$ cat src/design/ucbs_pkg.sv
// Shared types and constants for the uniform cubic B-spline sampler.
// No dependencies; every other design file imports this package.
package ucbs_pkg;

  // Field widths
  localparam int COORD_W = 32;   // signed Q16.16 coordinate
  localparam int STEP_W  = 16;   // Q0.16 parameter step
  localparam int FRAC_W  = 16;   // fractional part of the parameter
  localparam int CMD_W   = 2;
  localparam int STAT_W  = 2;

  // Shared multiplier and accumulator widths
  localparam int MUL_W  = 34;              // signed operand width
  localparam int PROD_W = 2 * MUL_W;       // full product
  localparam int ACC_W  = 66;              // sum of four 63-bit products
  localparam int Q_W    = 31;              // Q0.31 basis weight
  localparam int XD_W   = 33;              // rounded weight before divide by 3
  localparam int W_W    = 54;              // exact weight scaled by 6 * 2^48
  localparam int F2_W   = 32;              // frac squared
  localparam int F3_W   = 48;              // frac cubed

  // Weight rounding: floor((w + 3 * 2^17) / (3 * 2^18))
  localparam logic [W_W-1:0]   W_ROUND = W_W'(393216);
  // Reciprocal of three: floor(x * RECIP3 / 2^33) = floor(x / 3) for x < 2^33
  localparam logic [31:0]      RECIP3  = 32'hAAAA_AAAB;
  localparam int               RECIP_SH = 33;

  localparam logic [STEP_W-1:0] STEP_RESET = STEP_W'(655);

  // Commands
  localparam logic [CMD_W-1:0] CMD_CLEAR  = 2'd0;
  localparam logic [CMD_W-1:0] CMD_APPEND = 2'd1;
  localparam logic [CMD_W-1:0] CMD_SAMPLE = 2'd2;

  // Status codes
  localparam logic [STAT_W-1:0] ST_OK      = 2'd0;
  localparam logic [STAT_W-1:0] ST_NOCURVE = 2'd1;
  localparam logic [STAT_W-1:0] ST_FULL    = 2'd2;
  localparam logic [STAT_W-1:0] ST_ACK     = 2'd3;

  // Accumulator control from the sequencer
  typedef struct packed {
    logic load;   // acc takes the product
    logic add;    // acc adds the product
  } mac_ctl_t;

endpackage

$ cat src/design/ucbs_mac.sv
// Shared signed multiplier with registered product, accumulator, and the
// round-to-Q16.16 and saturate stage. Depends on ucbs_pkg.
module ucbs_mac (
  input  logic                              clk,
  input  ucbs_pkg::mac_ctl_t                ctl,
  input  logic signed [ucbs_pkg::MUL_W-1:0] a,
  input  logic signed [ucbs_pkg::MUL_W-1:0] b,
  output logic signed [ucbs_pkg::PROD_W-1:0] prod,
  output logic signed [ucbs_pkg::COORD_W-1:0] result
);
  import ucbs_pkg::*;

  localparam int R_W = ACC_W - 31;

  logic signed [ACC_W-1:0] acc;
  logic [ACC_W-1:0]        acc_rnd;
  logic [R_W-1:0]          r;

  // Multiply every cycle; the sequencer picks what it needs
  always_ff @(posedge clk) begin
    prod <= a * b;
  end

  // Load or add the product
  always_ff @(posedge clk) begin
    if (ctl.load) begin
      acc <= prod[ACC_W-1:0];
    end else if (ctl.add) begin
      acc <= acc + prod[ACC_W-1:0];
    end
  end

  // Round half up at bit 31, then saturate to 32 bits
  assign acc_rnd = acc + (ACC_W'(1) << 30);
  assign r       = acc_rnd[ACC_W-1:31];

  always_comb begin
    if (r[R_W-1:COORD_W-1] == '0 || r[R_W-1:COORD_W-1] == '1) begin
      result = r[COORD_W-1:0];
    end else if (r[R_W-1]) begin
      result = {1'b1, {(COORD_W-1){1'b0}}};
    end else begin
      result = {1'b0, {(COORD_W-1){1'b1}}};
    end
  end

endmodule

$ cat config.mk
export PLATFORM = sky130hd
export DESIGN_NAME = ucbs_mac
export DESIGN_NICKNAME = d
export VERILOG_FILES = /design/src/design/ucbs_pkg.sv /design/src/design/ucbs_mac.sv
export SDC_FILE = /design/constraint.sdc
export NUM_CORES = 2
export LEC_CHECK = 0
export ABC_AREA = 0
export BUFFER_PORTS_ARGS = -buffer_cell sky130_fd_sc_hd__buf_2
export CORE_UTILIZATION = 32
export DETAILED_ROUTE_END_ITERATION = 6
export PLACE_DENSITY = 0.55
export SYNTH_ARGS = -nofsm -noshare
export SYNTH_HDL_FRONTEND = slang
export SYNTH_SLANG_ARGS = --single-unit
export TNS_END_PERCENT = 5
$ cat constraint.sdc
create_clock -name clk -period 7.5 [get_ports clk]
set_input_delay 0 -clock clk [delete_from_list [all_inputs] [get_ports clk]]
set_output_delay 0 -clock clk [all_outputs]
set_load 0.02 [all_outputs]
==> Flow_metrics.wiki <==
{| class="wikitable"
! Metric !! Value
|-
| Global-route wire length before repair || 240 mm
|-
| Violation count after the first detailed-route iteration || 2,101
|-
| Overall overflow remaining after global route || 0
|-
| Type of the tightest min-delay check || in -> reg
|-
| Fraction of the cycle the final worst path needs || 95.3%
|-
| Count of final max-slew check failures || 0
|-
| Final Hold Violating Endpoints || 0
|-
| Global router's overall resource usage || 19.7%
|-
| Number of buffers added on ports || 170
|-
| Critical Path Fanout Max || 11
|-
| CTS tree || yes
|-
| Total number of vias || 36,800
|-
| Ys Warns || 0
|-
| Clock latency at the later pin of the worst-skew pair || 440 ps
|-
| Top_reg_cell synth || dfxtp_1
|-
| DRC viols || 0
|-
| Register bit total from synthesis || 134
|-
| Final HPWL DP || 134 mm
|-
| Sequential fraction of the synthesis area || 6.67%
|-
| Number of antenna violations at the first check in global routing || 18
|-
| Type of origin of the critical path || input pin
|-
| Root buffer selected by CTS || clkbuf_16
|-
| EDFF count, synth || 66
|-
| Final-layout fill cell count || 15,700
|-
| Status || completed
|-
| Area enclosed by the die boundary || 0.158 sq mm
|-
| Post-detailed-placement cell area || 0.0556 sq mm
|-
| Post-synth cell types || 90
|-
| Required arrival time at the worst endpoint || 7840 ps
|-
| Starting utilization of the core area || 32.4%
|-
| Placeable core region || 0.155 sq mm
|-
| Final setup fails || 0
|-
| Number of buffers created by CTS || 17
|-
| Layout cells sized above 1 || 11.2%
|-
| FP Rows || 144
|-
| Arrival time at the worst endpoint || 7490 ps
|-
| Worst-case headroom to the max-slew limit || 24.4%
|-
| Ports placed on the boundary || 171
|-
| Overall die width || 398 microns
|-
| Number of vias per cell || 4.75
|-
| Worst Tran Pin Value || 1130 ps
|-
| Critical Path End Type || flop
|-
| Largest net degree at the start of global routing || 68
|-
| Clock tree skew after final layout || 12.0 ps
|-
| Area growth from synthesis to layout || 12.3%
|-
| Vertical die dimension || 398 microns
|-
| H-tree Lvls || 4
|-
| Sum of routed wire length over all layers || 152 mm
|-
| DR WL/cell || 19.6 microns
|-
| Final period demand of the worst path || 7140 ps
|-
| Post CTS Setup Buffer Count || 0
|-
| Unrepaired setup endpoints after global routing || no
|-
| Max-capacitance violation count || 0
|-
| ANT nets after route || 0
|-
| Critical setup path kind || in -> reg
|-
| Mapped Cells || 5,396
|-
| Fraction of registers with async set/reset || 0%
|-
| Number of global-route vias before repair || 40,100
|-
| Reg clk slew, reported paths || 70 ps
|-
| Clock sink count || 134
|-
| Final weighted congestion in routability-driven placement || 0.919
|-
| Post-route worst setup slack || 356 ps
|-
| Number of buffers on the longest clock path || 2
|-
| Mapped cell area || 0.0501 sq mm
|-
| Pre-CTS setup slack || -135 ps
|-
| Synthesized area per cell || 9.29 sq um
|-
| Number of iterations in the first detailed-routing pass || 6
|-
| Max Freq || 0.140 GHz
|-
| Final net count || 7,276
|-
| Post-route cell area || 0.0563 sq mm
|-
| Syn_nets || 6,979
|}
cell type report:
cell class / instances / area (sq um) / area share, %
Antenna cell: 4 / 10.0 / 0.0178
Clock buffer: 19 / 464 / 0.825
Clock inverter: 13 / 168 / 0.298
Inverter: 1215 / 4560 / 8.11
Multi-Input combinational cell: 3776 / 41200 / 73.2
Sequential cell: 134 / 3340 / 5.94
Tap cell: 2044 / 2560 / 4.54
Timing Repair Buffer: 549 / 4000 / 7.11
critical path, stage by stage:
cell     delay [ps]
buf_2           240
nand2_1         170
inv_1           100
fa_1            660
inv_1           130
fa_1            510
inv_1            60
fa_1            480
inv_1            80
fa_1            500
fa_1            510
inv_1            50
fa_1            550
fa_1            510
inv_1            50
fa_1            470
inv_1            40
ha_1            280
a21o_1          160
a21o_1          170
a21oi_1         200
nor3_1          110
nor4b_4         260
o22ai_4         120
a32oi_4         270
o31ai_2         130
or4_1           460
and4_1          180
stage by stage:
stage	utilization [%]	setup TNS, ps	instances	hold slack [ps]
6_report	36.4	0	7754	199
5_1_grt	36.4	0	7753	237
3_3_place_gp	35.9	-196	7718	476
4_1_cts	36.4	0	7750	204
2_1_floorplan	-	0	5396	127
3_5_place_dp	35.9	-543	7718	461
synth_stat cells (19+ instances only):
cell	instances	share of area, %
a21o_1	86	1.3
edfxtp_1	66	4.0
xnor2_1	100	1.7
nor2_1	84	0.63
ha_1	270	6.7
a21oi_1	128	1.3
nand2b_1	21	0.26
nand4_1	24	0.30
nand2_1	676	5.1
fa_1	1242	50
nor3_1	19	0.19
o21bai_1	27	0.40
and2_1	605	7.6
o21ai_0	113	1.1
dfxtp_1	68	2.7
and3_1	31	0.39
nand3_1	45	0.45
o21ai_1	42	0.42
clkbuf_1	256	1.9
inv_1	1214	9.1
xor2_1	67	1.2
worst paths after layout:
kind / slack, ps / end / cells past startpoint / start
setup / recovery: 360 / prod[67]$_DFF_P_ / 28 / a[33]
setup reg to reg: 3600 / acc[56]$_DFFE_PP_ / 13 / prod[0]$_DFF_P_
hold / removal: 200 / acc[7]$_DFFE_PP_ / 2 / ctl[1]
hold reg to reg: 580 / acc[42]$_DFFE_PP_ / 2 / prod[42]$_DFF_P_
timing repair:
action | 4_1_cts | 5_1_grt
resized for setup | 0 | 1
hold buffers | 0 | 0
setup endpoints to repair | 0 | 1
cells in the final DEF, fill, tap and decap left out, types with 84 or more instances in the layout:
master   Yosys  final
and2_1     605    605
nand2_1    676    676
inv_1     1214   1212
buf_4        0    356
buf_2       10    169
nor2_1      84     84
a21o_1      86     86
fa_1      1242   1240
ha_1       270    270
xnor2_1    100    100
o21ai_0    113    113
a21oi_1    128    128
layer usage:
layer  share of wire, %  GRT usage, %
met2                 47          32.5
met4                2.0          4.00
met1                 46          27.6
met3                5.4          2.58
met5              0.067             0
state kept, by name (all words and copies together) (netlist names):
signal	cells
prod	68
acc	66
logic make-up after synthesis:
kind of cell,Yosys count,share of synthesized area (%)
multiplexers,4,0.0874
flip-flops,134,6.67
AO/OA/AOI/OAI,527,6.92
adder cells (fa/ha/maj),1512,56.4
buffers and inverters,1486,11.2
XOR/XNOR,167,2.92
AND/OR/NAND/NOR,1566,15.8
Power is left out: the tool's default activity adds up to more than one toggle a clock period on the data nets, which glitch-free logic cannot reach.
